**src/svl_pkg.sv**
```systemverilog
// shared constants, types and state encoding for the vector setpoint slew limiter
`timescale 1ns / 1ps

package svl_pkg;

    // angle format and field widths
    localparam int ANGLE_FRAC_BITS = 12;
    localparam int ANGLE_W         = 16;
    localparam int OP_W            = 2;
    localparam int LIMIT_W         = 15;
    localparam int INTERVAL_W      = 16;
    localparam int CFG_DATA_W      = 16;
    localparam int CFG_INDEX_W     = 1;

    // datapath widths
    localparam int DIFF_W  = ANGLE_W + 1;
    localparam int SUMSQ_W = 2 * ANGLE_W + 2;
    localparam int MUL_W   = ANGLE_W + LIMIT_W;
    localparam int PROD_W  = 2 * MUL_W;
    localparam int CAND_W  = 2 * LIMIT_W + SUMSQ_W + 1;
    localparam int QBIT_W  = $clog2(LIMIT_W);

    // register reset values: 0.02 rad rounded, 100 ticks
    localparam logic [LIMIT_W-1:0]    LIMIT_RESET =
        LIMIT_W'((((1 << ANGLE_FRAC_BITS) * 2) + 50) / 100);
    localparam logic [INTERVAL_W-1:0] INTERVAL_RESET = INTERVAL_W'(100);
    localparam logic [INTERVAL_W-1:0] TICK_MAX       = '1;

    // item opcodes
    localparam logic [OP_W-1:0] OP_SET  = 2'd0;
    localparam logic [OP_W-1:0] OP_TICK = 2'd1;
    localparam logic [OP_W-1:0] OP_ZERO = 2'd2;

    // configuration register indexes
    localparam logic [CFG_INDEX_W-1:0] CFG_STEP_LIMIT    = 1'b0;
    localparam logic [CFG_INDEX_W-1:0] CFG_STEP_INTERVAL = 1'b1;

    typedef enum logic [3:0] {
        S_IDLE,
        S_CHECK,
        S_SQ,
        S_SQACC,
        S_LIM,
        S_LIMCMP,
        S_NUM,
        S_NSQ,
        S_RSTART,
        S_ROOT,
        S_EMIT
    } t_state;

    typedef struct packed {
        logic               start;
        logic [SUMSQ_W-1:0] sumsq;
        logic [PROD_W-1:0]  numsq;
    } t_root_req;

    typedef struct packed {
        logic               done;
        logic [LIMIT_W-1:0] quot;
    } t_root_rsp;

endpackage

```
**src/svl_mul.sv**
```systemverilog
// shared unsigned multiplier with registered product
`timescale 1ns / 1ps

module svl_mul import svl_pkg::*; (
    input  logic              i_clk,
    input  logic [MUL_W-1:0]  i_a,
    input  logic [MUL_W-1:0]  i_b,
    output logic [PROD_W-1:0] o_p
);

    logic [PROD_W-1:0] r_p;
    logic [PROD_W-1:0] n_p;

    always_comb begin
        n_p = PROD_W'(i_a) * PROD_W'(i_b);
    end

    always_ff @(posedge i_clk) begin
        r_p <= n_p;
    end

    assign o_p = r_p;

endmodule

```
**src/svl_root.sv**
```systemverilog
// bit-serial search for the largest q with q*q*sumsq <= numsq
`timescale 1ns / 1ps

module svl_root import svl_pkg::*; (
    input  logic      i_clk,
    input  logic      i_rst_n,
    input  t_root_req i_req,
    output t_root_rsp o_rsp
);

    logic               r_run, n_run;
    logic               r_ph, n_ph;
    logic               r_done, n_done;
    logic [QBIT_W-1:0]  r_k, n_k;
    logic [LIMIT_W-1:0] r_q, n_q;
    logic [CAND_W-1:0]  r_t, n_t;     // q^2 * s
    logic [CAND_W-1:0]  r_uk, n_uk;   // (q * s) << (k + 1)
    logic [CAND_W-1:0]  r_ss, n_ss;   // s << 2k
    logic [CAND_W-1:0]  r_c, n_c;     // q^2 * s + s << 2k
    logic [PROD_W-1:0]  r_nsq, n_nsq;
    logic [CAND_W-1:0]  w_cand;
    logic [CAND_W-1:0]  w_uk_add;
    logic               w_fit;

    always_comb begin
        w_cand   = r_c + r_uk;
        w_fit    = (w_cand <= CAND_W'(r_nsq));
        w_uk_add = r_uk + (r_ss << 1);

        n_run  = r_run;
        n_ph   = r_ph;
        n_done = 1'b0;
        n_k    = r_k;
        n_q    = r_q;
        n_t    = r_t;
        n_uk   = r_uk;
        n_ss   = r_ss;
        n_c    = r_c;
        n_nsq  = r_nsq;

        if (i_req.start) begin
            n_run = 1'b1;
            n_ph  = 1'b0;
            n_k   = QBIT_W'(LIMIT_W - 1);
            n_q   = '0;
            n_t   = '0;
            n_uk  = '0;
            n_ss  = CAND_W'(i_req.sumsq) << (2 * (LIMIT_W - 1));
            n_nsq = i_req.numsq;
        end else if (r_run) begin
            if (!r_ph) begin
                n_c  = r_t + r_ss;
                n_ph = 1'b1;
            end else begin
                n_ph = 1'b0;
                if (w_fit) begin
                    n_t      = w_cand;
                    n_q[r_k] = 1'b1;
                    n_uk     = w_uk_add >> 1;
                end else begin
                    n_uk = r_uk >> 1;
                end
                n_ss = r_ss >> 2;
                if (r_k == '0) begin
                    n_run  = 1'b0;
                    n_done = 1'b1;
                end else begin
                    n_k = r_k - 1'b1;
                end
            end
        end
    end

    always_ff @(posedge i_clk) begin
        if (!i_rst_n) begin
            r_run  <= 1'b0;
            r_ph   <= 1'b0;
            r_done <= 1'b0;
        end else begin
            r_run  <= n_run;
            r_ph   <= n_ph;
            r_done <= n_done;
        end
        r_k   <= n_k;
        r_q   <= n_q;
        r_t   <= n_t;
        r_uk  <= n_uk;
        r_ss  <= n_ss;
        r_c   <= n_c;
        r_nsq <= n_nsq;
    end

    assign o_rsp.done = r_done;
    assign o_rsp.quot = r_q;

endmodule

```
**src/vector_setpoint_slew_limiter_core.sv**
```systemverilog
// top level of the vector setpoint slew limiter: sequencer, state and handshakes
`timescale 1ns / 1ps

// usage
// - input channel: i_in_valid / o_in_stall carry one item (opcode and three target
//   angles, signed Q3.12 radians); an item is taken when valid is high and stall low
// - output channel: o_out_valid / i_out_stall carry roll and pitch of the setpoint
// - config port: i_cfg_we writes i_cfg_data into register i_cfg_index
//   (0 step limit, 1 step interval); write only while the block is idle
// - o_in_stall is high whenever the sequencer is busy with an item
// - set target: no result; tick without a step: no result
// - reset setpoints: gives a result
// - tick that snaps to the target: gives a result
// - tick that takes a limited step: gives a result; most of its work goes into three
//   runs of the bit-serial root unit (15 quotient bits), fed
//   by one shared registered multiplier for squares and products
// - one result register sits on the output; a waiting result does not block
//   items that give no result, but a new result waits until the old one is taken
// - a stalling receiver holds the result register and its payload steady
// - reset clears setpoint, target and tick counter and loads the register
//   defaults (0.02 rad limit, 100 ticks); no result is pending after reset

module vector_setpoint_slew_limiter_core import svl_pkg::*; (
    input  logic                          i_clk,
    input  logic                          i_rst_n,
    // input items
    input  logic                          i_in_valid,
    output logic                          o_in_stall,
    input  logic [OP_W-1:0]               i_opcode,
    input  logic signed [ANGLE_W-1:0]     i_target_roll,
    input  logic signed [ANGLE_W-1:0]     i_target_pitch,
    input  logic signed [ANGLE_W-1:0]     i_target_yaw,
    // result items
    output logic                          o_out_valid,
    input  logic                          i_out_stall,
    output logic signed [ANGLE_W-1:0]     o_out_roll,
    output logic signed [ANGLE_W-1:0]     o_out_pitch,
    // configuration
    input  logic                          i_cfg_we,
    input  logic [CFG_INDEX_W-1:0]        i_cfg_index,
    input  logic [CFG_DATA_W-1:0]         i_cfg_data
);

    // sequencer and architectural state
    t_state                 r_state, n_state;
    logic [ANGLE_W-1:0]     r_cur [3];
    logic [ANGLE_W-1:0]     n_cur [3];
    logic [ANGLE_W-1:0]     r_tgt [3];
    logic [ANGLE_W-1:0]     n_tgt [3];
    logic [INTERVAL_W-1:0]  r_elapsed, n_elapsed;
    logic [LIMIT_W-1:0]     r_limit, n_limit;
    logic [INTERVAL_W-1:0]  r_interval, n_interval;

    // per-step working registers
    logic [ANGLE_W-1:0]     r_abs [3];
    logic [ANGLE_W-1:0]     n_abs [3];
    logic [2:0]             r_neg, n_neg;
    logic [1:0]             r_ax, n_ax;
    logic [SUMSQ_W-1:0]     r_s, n_s;
    logic                   r_clr, n_clr;     // clear tick counter when emitting

    // output register
    logic                   r_out_valid, n_out_valid;
    logic [ANGLE_W-1:0]     r_out_roll, n_out_roll;
    logic [ANGLE_W-1:0]     r_out_pitch, n_out_pitch;

    // shared units
    logic [MUL_W-1:0]       w_mul_a;
    logic [MUL_W-1:0]       w_mul_b;
    logic [PROD_W-1:0]      w_mul_p;
    t_root_req              w_root_req;
    t_root_rsp              w_root_rsp;

    logic signed [DIFF_W-1:0] w_diff [3];
    logic                     w_same;
    logic                     w_accept;
    logic [ANGLE_W-1:0]       w_quot_ext;

    svl_mul u_mul (
        .i_clk (i_clk),
        .i_a   (w_mul_a),
        .i_b   (w_mul_b),
        .o_p   (w_mul_p)
    );

    svl_root u_root (
        .i_clk   (i_clk),
        .i_rst_n (i_rst_n),
        .i_req   (w_root_req),
        .o_rsp   (w_root_rsp)
    );

    assign o_in_stall = (r_state != S_IDLE);
    assign w_accept   = i_in_valid && (r_state == S_IDLE);
    assign w_quot_ext = ANGLE_W'(w_root_rsp.quot);

    // target minus setpoint on each axis, one bit wider
    always_comb begin
        for (int i = 0; i < 3; i++) begin
            w_diff[i] = $signed({r_tgt[i][ANGLE_W-1], r_tgt[i]})
                      - $signed({r_cur[i][ANGLE_W-1], r_cur[i]});
        end
        w_same = (w_diff[0] == '0) && (w_diff[1] == '0) && (w_diff[2] == '0);
    end

    // multiplier operand selection
    always_comb begin
        w_mul_a = '0;
        w_mul_b = '0;
        unique case (r_state)
            S_SQ: begin
                w_mul_a = MUL_W'(r_abs[r_ax]);
                w_mul_b = MUL_W'(r_abs[r_ax]);
            end
            S_LIM: begin
                w_mul_a = MUL_W'(r_limit);
                w_mul_b = MUL_W'(r_limit);
            end
            S_NUM: begin
                w_mul_a = MUL_W'(r_abs[r_ax]);
                w_mul_b = MUL_W'(r_limit);
            end
            S_NSQ: begin
                // product of the previous cycle is |d| * limit
                w_mul_a = w_mul_p[MUL_W-1:0];
                w_mul_b = w_mul_p[MUL_W-1:0];
            end
            default: begin
                w_mul_a = '0;
                w_mul_b = '0;
            end
        endcase
    end

    always_comb begin
        w_root_req.start = (r_state == S_RSTART);
        w_root_req.sumsq = r_s;
        w_root_req.numsq = w_mul_p;
    end

    // next state and datapath updates
    always_comb begin
        n_state     = r_state;
        n_cur       = r_cur;
        n_tgt       = r_tgt;
        n_elapsed   = r_elapsed;
        n_limit     = r_limit;
        n_interval  = r_interval;
        n_abs       = r_abs;
        n_neg       = r_neg;
        n_ax        = r_ax;
        n_s         = r_s;
        n_clr       = r_clr;
        n_out_roll  = r_out_roll;
        n_out_pitch = r_out_pitch;

        // a taken result frees the output register
        n_out_valid = r_out_valid && i_out_stall;

        if (i_cfg_we) begin
            unique case (i_cfg_index)
                CFG_STEP_LIMIT:    n_limit    = i_cfg_data[LIMIT_W-1:0];
                CFG_STEP_INTERVAL: n_interval = i_cfg_data[INTERVAL_W-1:0];
                default:           n_limit    = r_limit;
            endcase
        end

        unique case (r_state)
            S_IDLE: begin
                if (w_accept) begin
                    unique case (i_opcode)
                        OP_SET: begin
                            n_tgt[0] = i_target_roll;
                            n_tgt[1] = i_target_pitch;
                            n_tgt[2] = i_target_yaw;
                        end
                        OP_TICK: begin
                            if (r_elapsed != TICK_MAX) begin
                                n_elapsed = r_elapsed + 1'b1;
                            end
                            n_state = S_CHECK;
                        end
                        OP_ZERO: begin
                            for (int i = 0; i < 3; i++) begin
                                n_cur[i] = '0;
                                n_tgt[i] = '0;
                            end
                            n_clr   = 1'b0;
                            n_state = S_EMIT;
                        end
                        default: n_state = S_IDLE;
                    endcase
                end
            end
            S_CHECK: begin
                for (int i = 0; i < 3; i++) begin
                    n_neg[i] = w_diff[i][DIFF_W-1];
                    n_abs[i] = w_diff[i][DIFF_W-1] ? ANGLE_W'(-w_diff[i])
                                                   : ANGLE_W'(w_diff[i]);
                end
                n_s  = '0;
                n_ax = '0;
                if (w_same || (r_elapsed <= r_interval)) begin
                    n_state = S_IDLE;
                end else begin
                    n_state = S_SQ;
                end
            end
            S_SQ: begin
                n_state = S_SQACC;
            end
            S_SQACC: begin
                // sum of squared axis distances
                n_s = r_s + SUMSQ_W'(w_mul_p[2*ANGLE_W-1:0]);
                if (r_ax == 2'd2) begin
                    n_ax    = '0;
                    n_state = S_LIM;
                end else begin
                    n_ax    = r_ax + 1'b1;
                    n_state = S_SQ;
                end
            end
            S_LIM: begin
                n_state = S_LIMCMP;
            end
            S_LIMCMP: begin
                n_clr = 1'b1;
                if (r_s > w_mul_p[SUMSQ_W-1:0]) begin
                    n_state = S_NUM;
                end else begin
                    // within reach: snap to target
                    n_cur   = r_tgt;
                    n_state = S_EMIT;
                end
            end
            S_NUM: begin
                n_state = S_NSQ;
            end
            S_NSQ: begin
                n_state = S_RSTART;
            end
            S_RSTART: begin
                n_state = S_ROOT;
            end
            S_ROOT: begin
                if (w_root_rsp.done) begin
                    n_cur[r_ax] = r_neg[r_ax] ? (r_cur[r_ax] - w_quot_ext)
                                              : (r_cur[r_ax] + w_quot_ext);
                    if (r_ax == 2'd2) begin
                        n_state = S_EMIT;
                    end else begin
                        n_ax    = r_ax + 1'b1;
                        n_state = S_NUM;
                    end
                end
            end
            S_EMIT: begin
                if (!r_out_valid || !i_out_stall) begin
                    n_out_valid = 1'b1;
                    n_out_roll  = r_cur[0];
                    n_out_pitch = r_cur[1];
                    if (r_clr) begin
                        n_elapsed = '0;
                    end
                    n_state = S_IDLE;
                end
            end
            default: n_state = S_IDLE;
        endcase
    end

    always_ff @(posedge i_clk) begin
        if (!i_rst_n) begin
            r_state     <= S_IDLE;
            r_out_valid <= 1'b0;
            r_elapsed   <= '0;
            r_limit     <= LIMIT_RESET;
            r_interval  <= INTERVAL_RESET;
            r_clr       <= 1'b0;
            for (int i = 0; i < 3; i++) begin
                r_cur[i] <= '0;
                r_tgt[i] <= '0;
            end
        end else begin
            r_state     <= n_state;
            r_out_valid <= n_out_valid;
            r_elapsed   <= n_elapsed;
            r_limit     <= n_limit;
            r_interval  <= n_interval;
            r_clr       <= n_clr;
            r_cur       <= n_cur;
            r_tgt       <= n_tgt;
        end
        r_abs       <= n_abs;
        r_neg       <= n_neg;
        r_ax        <= n_ax;
        r_s         <= n_s;
        r_out_roll  <= n_out_roll;
        r_out_pitch <= n_out_pitch;
    end

    assign o_out_valid = r_out_valid;
    assign o_out_roll  = r_out_roll;
    assign o_out_pitch = r_out_pitch;

endmodule
```
**config.mk**
```make
export PLATFORM = sky130hd
export DESIGN_NAME = vector_setpoint_slew_limiter_core
export DESIGN_NICKNAME = d
export VERILOG_FILES = /design/src/svl_pkg.sv /design/src/svl_mul.sv /design/src/svl_root.sv /design/src/vector_setpoint_slew_limiter_core.sv
export SDC_FILE = /design/constraint.sdc
export NUM_CORES = 2
export LEC_CHECK = 0
export BUFFER_PORTS_ARGS = -buffer_cell sky130_fd_sc_hd__buf_2
export CORE_ASPECT_RATIO = 1.75
export CORE_MARGIN = 3
export CORE_UTILIZATION = 55
export CTS_CLUSTER_DIAMETER = 80
export DETAILED_ROUTE_END_ITERATION = 6
export GPL_TIMING_DRIVEN = 0
export PLACE_DENSITY = 0.71
export SLEW_MARGIN = 0
export SYNTH_ARGS = -nofsm -noshare
export SYNTH_HDL_FRONTEND = slang
export SYNTH_SLANG_ARGS = --single-unit
```
**constraint.sdc**
```tcl
create_clock -name i_clk -period 10 [get_ports i_clk]
set_input_delay 2.5 -clock i_clk [delete_from_list [all_inputs] [get_ports i_clk]]
set_output_delay 2.5 -clock i_clk [all_outputs]
set_load 0.005 [all_outputs]
```
# Word-level counts from Yosys, hierarchy flattened
# Cells that the tools add are included.
dict set report classes {
  eq_ne 24
  n_mux 60
  n_addsub 15
  mul 1
  n_lt_le_gt_ge 8
  bitwise_logic 8
  n_reduce_logical 43
}
# operator n
set op_table {}
lappend op_table {{16-bit two-way mux} 14}
lappend op_table {{48-bit two-way mux} 4}
lappend op_table {{62-bit two-way mux} 3}
lappend op_table {{31-bit case mux with 3 select lines} 2}
lappend op_table {{48-bit case mux with 3 select lines} 1}
lappend op_table {{48-bit case mux with 2 select lines} 1}
lappend op_table {{34-bit case mux with 2 select lines} 1}
lappend op_table {{65-bit by 62-bit adder with 65-bit output} 1}
lappend op_table {{65-bit by 63-bit adder with 65-bit output} 1}
lappend op_table {{65-bit adder} 1}
lappend op_table {{65-bit by 62-bit <= comparator with 1-bit output} 1}
lappend op_table {{16-bit binary-select mux with 2-bit select} 2}
lappend op_table {{64-bit two-way mux} 1}
lappend op_table {{31-bit by 31-bit multiplier with 62-bit output} 1}
lappend op_table {{17-bit zero test} 3}
lappend op_table {{16-bit by 16-bit subtractor with 17-bit output} 3}
lappend op_table {{48-bit bitwise mux} 1}
lappend op_table {{16-bit negator} 3}
lappend op_table {{4-bit case mux with 11 select lines} 1}
lappend op_table {{34-bit by 32-bit adder with 34-bit output} 1}
lappend op_table {{34-bit greater-than comparator} 1}
lappend op_table {{16-bit demux with 2-bit select} 1}
lappend op_table {{16-bit case mux with 2 select lines} 1}
lappend op_table {{4-bit two-way mux} 5}
lappend op_table {{other kinds (46)} 105}
dict set report totals {
  wordCells 191
  ff_bits 671
  in_bits 72
  out_inout_bits 34
}

# Depth between registers and ports, before layout
dict set report depth {
  depth_word 9
  ltp_mapped 38
  depth_no_buf 35
}

# Modules after synthesis
# From an unflattened synthesis, not the netlist that was laid out.
dict set report unflattened {
  cells_unflattened 8626
  area_unflattened_um2 75705.1
}
# module seq_area_each_um2 area_each_um2 cells_each n_inst
set by_module_without_submodules {}
lappend by_module_without_submodules {svl_mul 1241.2 32586.3 3590 1}
lappend by_module_without_submodules {svl_root 8418.1 23869.1 2762 1}
lappend by_module_without_submodules {vector_setpoint_slew_limiter_core 6556.3 19249.7 2274 1}

# Least setup slack after synthesis
# No wires, ideal clock.
dict set report synth_path {
  kind {register -> register}
  start {register r_ax[0]}
  end {register u_mul.r_p[58] (netlist: u_mul.o_p[58])}
  t_arrival_ns 9.186
  setup_time_ns 0.072
  stages_incl_launch_ff 36
  path_slack_ns 0.741
  t_required_ns 9.928
  path_buffers 4
  synth_period_minus_slack_ns 9.259
  path_cell_list {edfxtp_1 clkbuf_1 buf_1 clkbuf_1 mux2i_1 o22ai_1 nand2_1 o21ai_0 clkbuf_1 nand2_1 fa_1 inv_1 fa_1 inv_1 fa_1 fa_1 inv_1 fa_1 inv_1 fa_1 fa_1 fa_1 inv_1 ha_1 a21o_1 a211o_1 a21o_1 a21oi_1 o21ai_0 a211oi_1 a21oi_1 o2111ai_1 nand3_1 a31o_2 a21oi_1 xnor2_1}
}
dict set report synth_via {
  elab_chain_cells 6
  word_cells_on_any_way 7
  classes_between {1 x mul; 5 x mux; 1 x bitwise}
}
# element line
set synth_lines {}
lappend synth_lines {{start: declaration} vector_setpoint_slew_limiter_core.sv:58} ;# logic [1:0] r_ax, n_ax;
lappend synth_lines {{start signal: assignment} vector_setpoint_slew_limiter_core.sv:296} ;# r_ax <= n_ax;
lappend synth_lines {{2-bit NOT with 3-bit output (implied by the code) (*)} {vector_setpoint_slew_limiter_core.sv:112, vector_setpoint_slew_limiter_core.sv:113, vector_setpoint_slew_limiter_core.sv:120}}
lappend synth_lines {{16-bit binary-select mux with 2-bit select (*)} {vector_setpoint_slew_limiter_core.sv:112, vector_setpoint_slew_limiter_core.sv:113, vector_setpoint_slew_limiter_core.sv:120}}
lappend synth_lines {{16-bit two-way mux (implied by the code) (*) (2 in series)} {vector_setpoint_slew_limiter_core.sv:112, vector_setpoint_slew_limiter_core.sv:113, vector_setpoint_slew_limiter_core.sv:120}}
lappend synth_lines {{31-bit case mux with 3 select lines} vector_setpoint_slew_limiter_core.sv:110} ;# unique case (r_state)
lappend synth_lines {{31-bit by 31-bit multiplier with 62-bit output (*)} svl_mul.sv:15} ;# n_p = PROD_W'(i_a) * PROD_W'(i_b);
lappend synth_lines {{net u_mul.n_p[58]} svl_mul.sv:12} ;# logic [PROD_W-1:0] n_p;
lappend synth_lines {{end signal: assignment} svl_mul.sv:19} ;# r_p <= n_p;
lappend synth_lines {{end: declaration} svl_mul.sv:11} ;# logic [PROD_W-1:0] r_p;
# The timed path passes the listed nets; every way through them passes the cells marked *. The select of a mux whose other input is x is not followed.
# A chain may end at the register's enable or synchronous reset.

# Worst setup path after layout
dict set report layout_path {
  start {register u_root.r_c[0]}
  end {register u_root.r_uk[52]}
}
dict set report layout_via {
  elab_chain_cells 3
}
# element line
set layout_lines {}
lappend layout_lines {{start: declaration} svl_root.sv:19} ;# logic [CAND_W-1:0] r_c, n_c;
lappend layout_lines {{start signal: assignment} svl_root.sv:89} ;# r_c <= n_c;
lappend layout_lines {{65-bit adder} svl_root.sv:26} ;# w_cand = r_c + r_uk;
lappend layout_lines {{net u_root.w_cand[60]} svl_root.sv:21} ;# logic [CAND_W-1:0] w_cand;
lappend layout_lines {{65-bit by 62-bit <= comparator with 1-bit output} svl_root.sv:27} ;# w_fit = (w_cand <= CAND_W'(r_nsq));
lappend layout_lines {{64-bit two-way mux} svl_root.sv:56} ;# if (w_fit) begin
lappend layout_lines {{end signal: assignment} svl_root.sv:87} ;# r_uk <= n_uk;
lappend layout_lines {{end: declaration} svl_root.sv:17} ;# logic [CAND_W-1:0] r_uk, n_uk;
# The timed path passes the listed nets, and every way through them passes these cells.

==> flow_summary_export.csv <==
group,metric,value,unit
timing,hold_viol_final,0,
clocking,htreeDepth,3,
logic_synthesis,seq_area_frac_synth,0.2213,
worst_hold_path,min_path_type,"register to register",
die,die_h,488.9,µm
job,max-cap-violations,3,
clocking,root_buffer,"clkbuf_16",
power_and_ir_drop,p_int,0.005436,W
worst_setup_path,crit_path_top_delay_cell,"or4_1",
power_and_ir_drop,seqPwrFrac,0.374,
timing,drv_slew,0,
logic_synthesis,synth_fp_nets,9997,
drt,drt_iter0_markers,5165,
power_and_ir_drop,power.density,106.1,mW/mm²
logic_synthesis,syn-instance-count,8420,
power_and_ir_drop,p_sw_frac,0.3622,
run_status,status,"finished, violations left",
die,pin_count,106,
worst_setup_path,reg2reg_slack,-0.001,ns
worst_hold_path,whs_endpoint,"u_root.r_nsq[47]$_DFFE_PP_",
timing,period_needed,10.00,ns
logic_synthesis,async_flop_share,0,
place,place_ws,-3.209,ns
finish,fillerInstances,11870,
logic_synthesis,synth_edf_count,280,
worst_setup_path,crit_required,10.61,ns
logic_synthesis,synth_most_common_cell,"inv_1",
global_route,grt-ovfl-total,0,
worst_hold_path,holdPathStages,0,
worst_setup_path,path_buf_inv,1,
drt,via_per_inst,6.213,
clocking,cts_buffer_depth,3,
place,place_congestion,1.074,
worst_setup_path,crit_fanout,10,
finish,multi_input_area,0.05188,mm²
place,placed_cells,10260,
timing,setup_viol,1,
power_and_ir_drop,combPwrFrac,0.296,
clocking,clk_latency,0.72,ns
clocking,clkTransAtPathRegs,0.07,ns
logic_synthesis,ys_warn_count,0,
timing,period_share,1.000,
finish,instances_no_fill,10420,
logic_synthesis,ys_types,98,
logic_synthesis,yosys-top-cells-count,"1,219 x inv_1, 957 x nand2_1, 851 x nor2_1, 843 x fa_1, 662 x ha_1",
timing,timing.final.ws_setup,-0.001298,ns
finish,layout-drive-gt1-share,0.07028,
global_route,grtUsageTotal,0.4386,
logic_synthesis,synth_area,0.07327,mm²
worst_setup_path,r2r-end,"u_root.r_uk[52]$_SDFFE_PP0P_",
worst_setup_path,critPathKind,"register to register",
logic_synthesis,syn_avg_cell_area,8.702,µm²
die,start_util,0.5555,
drt,vias,64740,
worst_setup_path,worstSetupEndpointType,"register",
drt,drc,0,
timing,rsz0062_at_grt,"yes",
timing,clock.fmax,0.09999,GHz
die,rows,176,
drt,drt-total-wl,300900,µm
logic_synthesis,synth_area_leaders,"fa_1 23%, edfxtp_1 11%, ha_1 11%",
worst_hold_path,hp-start,"u_mul.o_p[47]$_DFF_P_",
finish,area_growth_syn_to_layout,9.607,%
clocking,cts.sinks,670,
worst_setup_path,timing.rr.start,"u_root.r_c[0]$_DFFE_PP_",
die,core-area,0.1319,mm²
global_route,antenna_found_initial,15,
clocking,cts_buffers,70,
clocking,hold_buffers,0,
finish,area.sequential,0.01624,mm²
power_and_ir_drop,clock_power_share,0.329,
place,port-buffer-count,104,
logic_synthesis,yosysTopAreaCell,"fa_1",
timing,tightestPinTransition,1.498,ns
global_route,grt_max_degree,35,
logic_synthesis,synth_seq_cells,670,
die,die_w,281.9,µm
worst_setup_path,crit_path_cell_trace,"ha_1 > fa_1 > a211oi_1 > o21ai_0 > o211ai_1 > o211ai_1 > or4_1 > nor4bb_2 > nand2b_1 > a31oi_1 > xnor2_1 > ha_1 > nand4_1 > nor4_1 > nand2_1 > or4_1 > nor2_1 > nand2_1 > o221ai_1 > o221ai_4 > nor2_4 > buf_2 > nand2_1 > o211a_1",
power_and_ir_drop,power.switching,0.003087,W
power_and_ir_drop,ir_drop,0.0001408,V
die,die_area,0.1378,mm²
place,dp_hpwl,246000,µm
finish,fin_nets,10240,
worst_setup_path,max_stage_delay,0.80,ns
power_and_ir_drop,static-leakage-power,37.64,nW
global_route,grt_pass1_wl,434100,µm
worst_setup_path,path_delay_family,"simple AND/OR/NAND/NOR gates",
timing,slew_headroom,0.001610,
clocking,cts_tree,"done",
drt,ant_nets,0,
logic_synthesis,yosys.area.top_type_share,0.2303,
timing,finClkSkew,0.06530,ns
logic_synthesis,synth_top_flop_cell,"dfxtp_1",
global_route,grt_pass1_vias,67320,
power_and_ir_drop,p_total,0.008524,W
worst_setup_path,start_kind,"register",
worst_setup_path,crit_top_cell,"nand2_1",
drt,wl_per_cell,28.88,µm
drt,drt_first_pass_iters,6,
worst_setup_path,crit_arrival,10.61,ns
run_status,violations,"max-capacitance violations, negative setup slack",
worst_setup_path,worstRegToRegCells,24,
==> layer usage <==
| metal | vias to the layer above | track usage | share of wire |
|---|---|---|---|
| met5 | - | 0 | 0.00022 |
| met4 | 8 | 0.4373 | 0.13 |
| met3 | 1386 | 0.08793 | 0.077 |
| met2 | 3236 | 0.7435 | 0.48 |
| met1 | 31700 | 0.4395 | 0.32 |
| li1 | 28410 | - | - |
==> metrics by stage <==
step | hold WS [ns] | TNS, ns | cell area (µm²) | utilization
after floorplan | 0.3855 | 0 | 73270 | -
after global placement | 0.3887 | -221.06 | 75910 | 0.5755
after detailed placement | 0.3887 | -74.40 | 76510 | 0.5801
after CTS | 0.4029 | -0.03959 | 79900 | 0.6057
after global routing | 0.4034 | -0.2001 | 80300 | 0.6088
final | 0.4000 | -0.001298 | 80310 | 0.6089
==> what timing repair did <==
action	4_1_cts	5_1_grt
buffers inserted	28	13
pin swaps	15	13
hold endpoints to repair	0	0
setup endpoints to repair	53	121
resized for setup	268	95
==> sequential cells by signal, summed over array words and instances (netlist names), 2 cells and up <==
name and count:
r_state 4, r_ax 2, u_root.r_nsq 62, o_out_roll 16, r_cur 48, r_abs 48, u_mul.o_p 62, r_neg 3
r_limit 15, u_root.r_q 15, u_root.r_ss 62, o_out_pitch 16, u_root.r_t 65, r_elapsed 16, r_s 34, r_interval 16
u_root.r_k 4, r_tgt 48, u_root.r_c 65, u_root.r_uk 64
==> layout make-up <==
type                       count  share of cell area
sequential                   670              0.2022
clock buffer                  96             0.02482
tap                         1691             0.02634
multi-input combinational   6153              0.6460
timing repair buffer         189             0.01625
antenna                        7           0.0002181
clock inverter                34            0.005577
inverter                    1228             0.05755
buffer                       352             0.02108
==> power by group through the flow <==
stage | Sequential, W | Combinational, W | Clock (W)
floorplan | 0.00316 | 0.00167 | 0
global placement | 0.00324 | 0.00237 | 0
detailed placement | 0.00324 | 0.00242 | 0
CTS | 0.00318 | 0.00245 | 0.00282
global route | 0.00319 | 0.00271 | 0.00292
finish | 0.00319 | 0.00253 | 0.00281
==> worst max-delay path by stage <==
stage                                        from                            to  depth (start not counted)  slack (ns)
after floorplan                 r_ax[0]$_DFFE_PP_         u_mul.o_p[58]$_DFF_P_                         35        0.74
after global placement    r_state[2]$_SDFFE_PN0P_         u_mul.o_p[61]$_DFF_P_                         30       -4.42
after detailed placement        r_ax[0]$_DFFE_PP_         u_mul.o_p[58]$_DFF_P_                         32       -3.21
after CTS                       r_ax[1]$_DFFE_PP_         u_mul.o_p[58]$_DFF_P_                         33       -0.04
after global routing            r_ax[0]$_DFFE_PP_         u_mul.o_p[61]$_DFF_P_                         33       -0.08
final                     u_root.r_c[0]$_DFFE_PP_  u_root.r_uk[52]$_SDFFE_PP0P_                         24      -0.001
==> worst register-to-register path: stages (launching register included) <==
cell and delay [ns]:
edfxtp_1 0.37, ha_1 0.24, fa_1 0.43, a211oi_1 0.29, o21ai_0 0.24, o211ai_1 0.69, o211ai_1 0.40, or4_1 0.80
nor4bb_2 0.33, nand2b_1 0.22, a31oi_1 0.24, xnor2_1 0.17, ha_1 0.33, nand4_1 0.16, nor4_1 0.75, nand2_1 0.40
or4_1 0.64, nor2_1 0.63, nand2_1 0.12, o221ai_1 0.20, o221ai_4 0.48, nor2_4 0.60, buf_2 0.59, nand2_1 0.26
o211a_1 0.32
==> cells in the final DEF (no fill, tap or decap), types with 127 or more instances in the layout <==
master / n
nand3_1: 137
o21ai_0: 315
a21oi_1: 584
nor2_1: 844
buf_2: 127
a21o_1: 197
nand2_1: 952
edfxtp_1: 280
dfxtp_1: 377
inv_1: 1218
clkbuf_1: 225
fa_1: 841
xnor2_1: 249
ha_1: 659
==> cells by family after synthesis <==
kind of cell / share of synthesized area
buf+inv: 0.08222
xor+xnor: 0.04469
compound gates: 0.1463
fa+ha+maj: 0.3434
mux: 0.01491
flops: 0.2213
simple gates: 0.1472
Power figures use the tool's default switching activity.
